$ cat config.mk
export PLATFORM = sky130hd
export DESIGN_NAME = hsv_to_rgb_top
export DESIGN_NICKNAME = d
export VERILOG_FILES = /design/src/hw/rtl/hsvrgb_pkg.sv /design/src/hw/rtl/hsvrgb_prep.sv /design/src/hw/rtl/hsvrgb_mul.sv /design/src/hw/rtl/hsvrgb_sel.sv /design/src/hw/rtl/hsv_to_rgb_top.sv
export SDC_FILE = /design/constraint.sdc
export NUM_CORES = 2
export LEC_CHECK = 0
export ABC_CLOCK_PERIOD_IN_PS = 28900
export BUFFER_PORTS_ARGS = -buffer_cell sky130_fd_sc_hd__buf_2
export CAP_MARGIN = 20
export CORE_UTILIZATION = 50
export CTS_CLUSTER_DIAMETER = 30
export DETAILED_ROUTE_END_ITERATION = 10
export PLACE_DENSITY = 0.64
export SLEW_MARGIN = 0
export SYNTH_ARGS = -nofsm -noshare
export SYNTH_HDL_FRONTEND = slang
export SYNTH_SLANG_ARGS = --single-unit
$ cat constraint.sdc
create_clock -name clk -period 28.9 [get_ports clk]
set_input_delay 5.78 -clock clk [delete_from_list [all_inputs] [get_ports clk]]
set_output_delay 5.78 -clock clk [all_outputs]
set_load 0.01 [all_outputs]
$ cat src/hw/rtl/hsvrgb_pkg.sv
// ---------------------------------------------------------------------------
// hsvrgb_pkg
// Shared constants, types and helpers for the HSV to RGB converter.
// ---------------------------------------------------------------------------
`default_nettype none

package hsvrgb_pkg;

  localparam int FRAC_BITS_DEF = 16;
  localparam int SECTOR_W      = 3;

  // Per-pixel control that rides alongside the datapath
  typedef struct packed {
    logic                v_zero;
    logic                s_zero;
    logic [SECTOR_W-1:0] sector;
  } ctl_t;

  // Round a bit count up to whole bytes
  function automatic int byte_pad(input int n);
    return ((n + 7) >> 3) << 3;
  endfunction

endpackage

`default_nettype wire

$ cat src/hw/rtl/hsvrgb_prep.sv
// ---------------------------------------------------------------------------
// hsvrgb_prep
// Stage 1: clamp saturation and brightness, wrap hue, split hue*6 into
// sector and fraction.
// ---------------------------------------------------------------------------
`default_nettype none

module hsvrgb_prep #(
  parameter int FRAC_BITS = hsvrgb_pkg::FRAC_BITS_DEF
) (
  input  logic                       clk,
  input  logic                       rst,
  input  logic                       in_valid,
  output logic                       in_ready,
  input  logic signed [FRAC_BITS+2:0] hue,
  input  logic signed [FRAC_BITS+1:0] saturation,
  input  logic signed [FRAC_BITS+1:0] brightness,
  input  logic        [FRAC_BITS:0]   alpha,
  output logic                       out_valid,
  input  logic                       out_ready,
  output logic        [FRAC_BITS:0]   s,
  output logic        [FRAC_BITS:0]   v,
  output logic        [FRAC_BITS-1:0] f,
  output hsvrgb_pkg::ctl_t           ctl,
  output logic        [FRAC_BITS:0]   alpha_q
);
  import hsvrgb_pkg::*;

  localparam int CH_W = FRAC_BITS + 1;
  localparam int SV_W = FRAC_BITS + 2;
  localparam int H6_W = FRAC_BITS + 3;
  localparam logic [CH_W-1:0] ONE = CH_W'(1) << FRAC_BITS;

  function automatic logic [CH_W-1:0] clamp_unit(input logic [SV_W-1:0] x);
    logic [CH_W-1:0] mag;
    mag = x[CH_W-1:0];
    if (x[SV_W-1]) begin
      return '0;
    end else if (mag > ONE) begin
      return ONE;
    end
    return mag;
  endfunction

  logic [FRAC_BITS-1:0] frac;
  logic [H6_W-1:0]      h6;
  logic [CH_W-1:0]      s_c;
  logic [CH_W-1:0]      v_c;

  // hue is wrapped by keeping only the fraction bits
  assign frac = hue[FRAC_BITS-1:0];
  assign h6   = H6_W'({frac, 2'b00}) + H6_W'({frac, 1'b0});
  assign s_c  = clamp_unit(saturation);
  assign v_c  = clamp_unit(brightness);

  assign in_ready = !out_valid || out_ready;

  always_ff @(posedge clk) begin
    if (rst) begin
      out_valid <= 1'b0;
    end else if (in_ready) begin
      out_valid <= in_valid;
    end
  end

  always_ff @(posedge clk) begin
    if (in_valid && in_ready) begin
      s          <= s_c;
      v          <= v_c;
      f          <= h6[FRAC_BITS-1:0];
      ctl.sector <= h6[H6_W-1:FRAC_BITS];
      ctl.v_zero <= (v_c == '0);
      ctl.s_zero <= (s_c == '0);
      alpha_q    <= alpha;
    end
  end

endmodule

`default_nettype wire

$ cat src/hw/rtl/hsvrgb_mul.sv
// ---------------------------------------------------------------------------
// hsvrgb_mul
// Stages 2 and 3: the truncating products. Stage 2 forms s*f, s*(1-f) and
// p; stage 3 forms q and t from them.
// ---------------------------------------------------------------------------
`default_nettype none

module hsvrgb_mul #(
  parameter int FRAC_BITS = hsvrgb_pkg::FRAC_BITS_DEF
) (
  input  logic                 clk,
  input  logic                 rst,
  input  logic                 in_valid,
  output logic                 in_ready,
  input  logic [FRAC_BITS:0]   s,
  input  logic [FRAC_BITS:0]   v,
  input  logic [FRAC_BITS-1:0] f,
  input  hsvrgb_pkg::ctl_t     ctl,
  input  logic [FRAC_BITS:0]   alpha,
  output logic                 out_valid,
  input  logic                 out_ready,
  output logic [FRAC_BITS:0]   v_q,
  output logic [FRAC_BITS:0]   p_q,
  output logic [FRAC_BITS:0]   q_q,
  output logic [FRAC_BITS:0]   t_q,
  output hsvrgb_pkg::ctl_t     ctl_q,
  output logic [FRAC_BITS:0]   alpha_q
);
  import hsvrgb_pkg::*;

  localparam int CH_W = FRAC_BITS + 1;
  localparam int PR_W = 2 * CH_W;
  localparam logic [CH_W-1:0] ONE = CH_W'(1) << FRAC_BITS;

  // stage 2
  logic            a_valid;
  logic            a_ready;
  logic [CH_W-1:0] f_ext;
  logic [PR_W-1:0] prod_sf;
  logic [PR_W-1:0] prod_sfc;
  logic [PR_W-1:0] prod_p;
  logic [CH_W-1:0] sf;
  logic [CH_W-1:0] sfc;
  logic [CH_W-1:0] a_v;
  logic [CH_W-1:0] a_p;
  ctl_t            a_ctl;
  logic [CH_W-1:0] a_alpha;

  // stage 3
  logic [PR_W-1:0] prod_q;
  logic [PR_W-1:0] prod_t;

  assign f_ext    = CH_W'(f);
  assign prod_sf  = PR_W'(s) * PR_W'(f_ext);
  assign prod_sfc = PR_W'(s) * PR_W'(ONE - f_ext);
  assign prod_p   = PR_W'(v) * PR_W'(ONE - s);

  assign a_ready  = !out_valid || out_ready;
  assign in_ready = !a_valid || a_ready;

  always_ff @(posedge clk) begin
    if (rst) begin
      a_valid <= 1'b0;
    end else if (in_ready) begin
      a_valid <= in_valid;
    end
  end

  always_ff @(posedge clk) begin
    if (in_valid && in_ready) begin
      sf      <= prod_sf[FRAC_BITS +: CH_W];
      sfc     <= prod_sfc[FRAC_BITS +: CH_W];
      a_p     <= prod_p[FRAC_BITS +: CH_W];
      a_v     <= v;
      a_ctl   <= ctl;
      a_alpha <= alpha;
    end
  end

  assign prod_q = PR_W'(a_v) * PR_W'(ONE - sf);
  assign prod_t = PR_W'(a_v) * PR_W'(ONE - sfc);

  always_ff @(posedge clk) begin
    if (rst) begin
      out_valid <= 1'b0;
    end else if (a_ready) begin
      out_valid <= a_valid;
    end
  end

  always_ff @(posedge clk) begin
    if (a_valid && a_ready) begin
      q_q     <= prod_q[FRAC_BITS +: CH_W];
      t_q     <= prod_t[FRAC_BITS +: CH_W];
      p_q     <= a_p;
      v_q     <= a_v;
      ctl_q   <= a_ctl;
      alpha_q <= a_alpha;
    end
  end

endmodule

`default_nettype wire

$ cat src/hw/rtl/hsvrgb_sel.sv
// ---------------------------------------------------------------------------
// hsvrgb_sel
// Stage 4: sector routing and the black / grey exits into the output
// register.
// ---------------------------------------------------------------------------
`default_nettype none

module hsvrgb_sel #(
  parameter int FRAC_BITS = hsvrgb_pkg::FRAC_BITS_DEF
) (
  input  logic               clk,
  input  logic               rst,
  input  logic               in_valid,
  output logic               in_ready,
  input  logic [FRAC_BITS:0] v,
  input  logic [FRAC_BITS:0] p,
  input  logic [FRAC_BITS:0] q,
  input  logic [FRAC_BITS:0] t,
  input  hsvrgb_pkg::ctl_t   ctl,
  input  logic [FRAC_BITS:0] alpha,
  output logic               out_valid,
  input  logic               out_ready,
  output logic [FRAC_BITS:0] red,
  output logic [FRAC_BITS:0] green,
  output logic [FRAC_BITS:0] blue,
  output logic [FRAC_BITS:0] alpha_out
);
  import hsvrgb_pkg::*;

  localparam int CH_W = FRAC_BITS + 1;

  localparam logic [SECTOR_W-1:0] SEC_RED_YEL = SECTOR_W'(0);
  localparam logic [SECTOR_W-1:0] SEC_YEL_GRN = SECTOR_W'(1);
  localparam logic [SECTOR_W-1:0] SEC_GRN_CYN = SECTOR_W'(2);
  localparam logic [SECTOR_W-1:0] SEC_CYN_BLU = SECTOR_W'(3);
  localparam logic [SECTOR_W-1:0] SEC_BLU_MAG = SECTOR_W'(4);

  logic [CH_W-1:0] r_next;
  logic [CH_W-1:0] g_next;
  logic [CH_W-1:0] b_next;

  always_comb begin
    if (ctl.v_zero) begin
      r_next = '0;
      g_next = '0;
      b_next = '0;
    end else if (ctl.s_zero) begin
      r_next = v;
      g_next = v;
      b_next = v;
    end else begin
      unique case (ctl.sector)
        SEC_RED_YEL: begin r_next = v; g_next = t; b_next = p; end
        SEC_YEL_GRN: begin r_next = q; g_next = v; b_next = p; end
        SEC_GRN_CYN: begin r_next = p; g_next = v; b_next = t; end
        SEC_CYN_BLU: begin r_next = p; g_next = q; b_next = v; end
        SEC_BLU_MAG: begin r_next = t; g_next = p; b_next = v; end
        // magenta to red, and codes that cannot occur
        default:     begin r_next = v; g_next = p; b_next = q; end
      endcase
    end
  end

  assign in_ready = !out_valid || out_ready;

  always_ff @(posedge clk) begin
    if (rst) begin
      out_valid <= 1'b0;
    end else if (in_ready) begin
      out_valid <= in_valid;
    end
  end

  always_ff @(posedge clk) begin
    if (in_valid && in_ready) begin
      red       <= r_next;
      green     <= g_next;
      blue      <= b_next;
      alpha_out <= alpha;
    end
  end

endmodule

`default_nettype wire

$ cat src/hw/rtl/hsv_to_rgb_top.sv
// ---------------------------------------------------------------------------
// hsv_to_rgb_top
// HSV plus alpha to RGB plus alpha pixel converter, fixed point, pipelined.
// ---------------------------------------------------------------------------
// Usage
//   Input stream s_axis carries one pixel per transfer: hue (wrapped to its
//   fraction), saturation and brightness (clamped to 0..1) and alpha.
//   Output stream m_axis carries red, green, blue and the copied alpha.
//   Path: a pixel accepted into the prep register passes through the two
//   multiply stages and then the output register before it is presented
//   on m_axis.
//   Throughput: one pixel per cycle while m_axis_tready is high, set by the
//   four-stage pipeline with a register after every multiplier rank.
//   Stalls: each stage holds its item while the next one is full and not
//   ready; bubbles are squeezed out, so s_axis_tready stays high whenever
//   m_axis_tready is high. Nothing is dropped or repeated.
//   Reset: rst (synchronous) empties the pipeline; m_axis_tvalid is low
//   from the first edge after reset.
// ---------------------------------------------------------------------------
`default_nettype none

module hsv_to_rgb_top #(
  parameter  int FRAC_BITS = hsvrgb_pkg::FRAC_BITS_DEF,
  localparam int IN_W      = hsvrgb_pkg::byte_pad(4 * FRAC_BITS + 8),
  localparam int OUT_W     = hsvrgb_pkg::byte_pad(4 * FRAC_BITS + 4)
) (
  input  logic             clk,
  input  logic             rst,
  input  logic             s_axis_tvalid,
  output logic             s_axis_tready,
  // hue, saturation, brightness, alpha (lowest bits first), zero padded
  input  logic [IN_W-1:0]  s_axis_tdata,
  output logic             m_axis_tvalid,
  input  logic             m_axis_tready,
  // red, green, blue, alpha_out (lowest bits first), zero padded
  output logic [OUT_W-1:0] m_axis_tdata
);
  import hsvrgb_pkg::*;

  localparam int CH_W  = FRAC_BITS + 1;
  localparam int HUE_W = FRAC_BITS + 3;
  localparam int SV_W  = FRAC_BITS + 2;
  localparam int SAT_LO = HUE_W;
  localparam int BRI_LO = SAT_LO + SV_W;
  localparam int ALP_LO = BRI_LO + SV_W;

  logic signed [HUE_W-1:0] hue;
  logic signed [SV_W-1:0]  saturation;
  logic signed [SV_W-1:0]  brightness;
  logic        [CH_W-1:0]  alpha;

  assign hue        = s_axis_tdata[HUE_W-1:0];
  assign saturation = s_axis_tdata[SAT_LO +: SV_W];
  assign brightness = s_axis_tdata[BRI_LO +: SV_W];
  assign alpha      = s_axis_tdata[ALP_LO +: CH_W];

  // prep -> mul
  logic                 pm_valid;
  logic                 pm_ready;
  logic [CH_W-1:0]      pm_s;
  logic [CH_W-1:0]      pm_v;
  logic [FRAC_BITS-1:0] pm_f;
  ctl_t                 pm_ctl;
  logic [CH_W-1:0]      pm_alpha;

  // mul -> sel
  logic            ms_valid;
  logic            ms_ready;
  logic [CH_W-1:0] ms_v;
  logic [CH_W-1:0] ms_p;
  logic [CH_W-1:0] ms_q;
  logic [CH_W-1:0] ms_t;
  ctl_t            ms_ctl;
  logic [CH_W-1:0] ms_alpha;

  logic [CH_W-1:0] red;
  logic [CH_W-1:0] green;
  logic [CH_W-1:0] blue;
  logic [CH_W-1:0] alpha_out;

  hsvrgb_prep #(.FRAC_BITS(FRAC_BITS)) u_prep (
    .clk        (clk),
    .rst        (rst),
    .in_valid   (s_axis_tvalid),
    .in_ready   (s_axis_tready),
    .hue        (hue),
    .saturation (saturation),
    .brightness (brightness),
    .alpha      (alpha),
    .out_valid  (pm_valid),
    .out_ready  (pm_ready),
    .s          (pm_s),
    .v          (pm_v),
    .f          (pm_f),
    .ctl        (pm_ctl),
    .alpha_q    (pm_alpha)
  );

  hsvrgb_mul #(.FRAC_BITS(FRAC_BITS)) u_mul (
    .clk       (clk),
    .rst       (rst),
    .in_valid  (pm_valid),
    .in_ready  (pm_ready),
    .s         (pm_s),
    .v         (pm_v),
    .f         (pm_f),
    .ctl       (pm_ctl),
    .alpha     (pm_alpha),
    .out_valid (ms_valid),
    .out_ready (ms_ready),
    .v_q       (ms_v),
    .p_q       (ms_p),
    .q_q       (ms_q),
    .t_q       (ms_t),
    .ctl_q     (ms_ctl),
    .alpha_q   (ms_alpha)
  );

  hsvrgb_sel #(.FRAC_BITS(FRAC_BITS)) u_sel (
    .clk       (clk),
    .rst       (rst),
    .in_valid  (ms_valid),
    .in_ready  (ms_ready),
    .v         (ms_v),
    .p         (ms_p),
    .q         (ms_q),
    .t         (ms_t),
    .ctl       (ms_ctl),
    .alpha     (ms_alpha),
    .out_valid (m_axis_tvalid),
    .out_ready (m_axis_tready),
    .red       (red),
    .green     (green),
    .blue      (blue),
    .alpha_out (alpha_out)
  );

  assign m_axis_tdata = OUT_W'({alpha_out, blue, green, red});

endmodule

`default_nettype wire

==> results.json <==
{
  "cts_sinks": 323,
  "clk_pin_slew_ns": 0.05,
  "wl_per_cell_um": 18.7,
  "max_slew_margin_pct": 19.7,
  "synth_edf_count": 319,
  "status": "finished clean",
  "hold_slack_ns": 0.392,
  "synth_top_area_cell": "fa_1",
  "crit_arrival_ns": 7.03,
  "start_util_pct": 50.7,
  "syn-cell-area_um2": 61100,
  "yosysSeqAreaShare_pct": 15.8,
  "die_h_um": 352,
  "rsz0062_at_grt": "no",
  "cts_tree": "done",
  "synthTopCellsByArea": "fa_1 (42%), edfxtp_1 (16%), inv_1 (9.2%)",
  "die_w_um": 352,
  "tightestPinTransition_ns": 1.20,
  "cts_setup_buffers": 0,
  "gp_congestion": 0.847,
  "core_area_um2": 121000,
  "hold_viol_final": 0,
  "initialDrtViolationCount": 2449,
  "clock_path_buffers": 3,
  "placed_cells": 7904,
  "vias": 42100,
  "cp-start-kind": "input port",
  "numCtsBuffers": 73,
  "clockRootBuffer": "clkbuf_16",
  "fin_nets": 8141,
  "cts_hold_buf": 0,
  "yosysUniqueCellTypes": 64,
  "synth-async-reset-ratio_pct": 0,
  "avgSynthCellArea_um2": 9.65,
  "drc_errors": 0,
  "area_delta_synth_final_pct": 8.54,
  "rr_startpoint": "u_prep.s[1]",
  "setup_violations": 0,
  "hold_end": "u_sel.alpha_out[16]",
  "yosys_warnings": 0,
  "vias_per_cell": 5.24,
  "min_path_cells": 0,
  "drive_above_1_share_pct": 6.36,
  "final-max-slew-violation-count": 0,
  "reg2reg_slack_ns": 19.12,
  "grt_start_max_net_pins": 74,
  "worstHoldStart": "u_mul.alpha_q[16]",
  "overflow": 0,
  "grt_usage_pct": 25.6,
  "io_pins": 150,
  "drtPass1Iterations": 5,
  "drt-total-wl_mm": 150,
  "cp.required_ns": 23.12,
  "antenna_found_initial": 9,
  "layout.cells.non_filler": 8040,
  "grt_pass1_vias": 45500,
  "htreeDepth": 3,
  "timing.fmax_mhz": 78.1,
  "path_max_fanout": 5,
  "layout.cells.most_common": "inv_1",
  "port_buffers": 142,
  "cts-resized-gates": 0,
  "yosysTopAreaCellShare_pct": 41.5,
  "grt_pass1_wl_mm": 245,
  "min_period_ns": 12.81,
  "netlist_instances": 6333,
  "row_count": 127,
  "drv_cap": 0,
  "ant_nets": 0,
  "clk_latency_ns": 0.65,
  "layout_common_cells": "inv_1 (1494), fa_1 (1268), nand2_1 (893)",
  "path_class": "in -> out",
  "worstSetupEndpointType": "output pin",
  "fp.dieArea_um2": 124000,
  "r2r-end": "u_mul.a_p[16]",
  "dpl.hpwl_mm": 112,
  "hold_class": "reg -> reg",
  "ys.flop_type": "edfxtp_1",
  "fin_tns_setup_ns": 0,
  "fin_skew_ns": 0.0421,
  "period_share_pct": 44.3,
  "r2r_cells": 28,
  "ys_seq_elements": 323
}
[per-stage QoR]
stage	cell area (um^2)	worst slack, ns	utilization (%)
2_1_floorplan	61100	15.84	-
3_3_place_gp	63700	16.15	52.8
3_5_place_dp	63700	16.13	52.8
4_1_cts	66300	16.11	55.0
5_1_grt	66300	16.05	55.0
6_report	66300	16.09	55.0
[how the worst max path moves through the flow]
| stage | endpoint | from | cells past startpoint |
|---|---|---|---|
| 2_1_floorplan | u_mul.alpha_q[0] | m_axis_tready | 2 |
| 3_3_place_gp | s_axis_tready | m_axis_tready | 5 |
| 3_5_place_dp | s_axis_tready | m_axis_tready | 5 |
| 4_1_cts | s_axis_tready | m_axis_tready | 5 |
| 5_1_grt | s_axis_tready | m_axis_tready | 5 |
| 6_report | s_axis_tready | m_axis_tready | 5 |
[kinds of logic (layout without fill, tap and decap cells)]
logic type | after synthesis | in the layout | synth area share [%]
compound gates | 339 | 339 | 3.72
other cells | 1 | 5 | 0.00614
xor+xnor | 211 | 211 | 3.04
flops | 323 | 323 | 15.8
buf+inv | 1799 | 1890 | 11.1
simple gates | 1897 | 1897 | 15.0
fa+ha+maj | 1708 | 1708 | 50.5
mux | 55 | 55 | 0.901
[cell type report]
type,instances,area [um^2]
multi-input cells,4214,44800
diodes,1,2.50
inverters,1494,5610
flip-flops and latches,323,9660
repair buffers,263,1630
clock inverters,51,747
fillers,10600,54300
clock buffers,82,1860
well taps,1612,2020
[worst max-delay path, stage by stage]
cell and delay [ns]:
buf_2 0.10, nor2b_1 0.47, and3_1 0.40, nand2_1 0.12, buf_2 0.15
[routing by layer]
layer / up-vias / global-route usage [%] / share of wire [%] / routed length [um]
li1: 18900 / - / - / -
met1: 21700 / 33.3 / 41 / 61200
met2: 1223 / 44.3 / 50 / 74800
met3: 255 / 3.53 / 6.1 / 9160
met4: 0 / 8.16 / 3.3 / 4910
met5: - / 0 / 0 / 0
[synthesized netlist by cell type, types with 11 or more instances]
cell type	n
a2111oi_0	21
a211oi_1	25
a21o_1	23
a21oi_1	125
a221oi_1	21
and2_1	613
and3_1	20
buf_1	16
clkbuf_1	285
edfxtp_1	319
fa_1	1268
ha_1	428
inv_1	1494
maj3_1	12
mux2i_1	55
nand2_1	893
nand2b_1	44
nand3_1	18
nor2_1	165
nor2b_1	28
nor3_1	57
nor4_1	20
o21a_1	22
o21ai_0	40
o21bai_1	11
xnor2_1	150
xor2_1	60
Power is left out: the tool's default activity adds up to more than one toggle a clock period on the data nets, which glitch-free logic cannot reach.
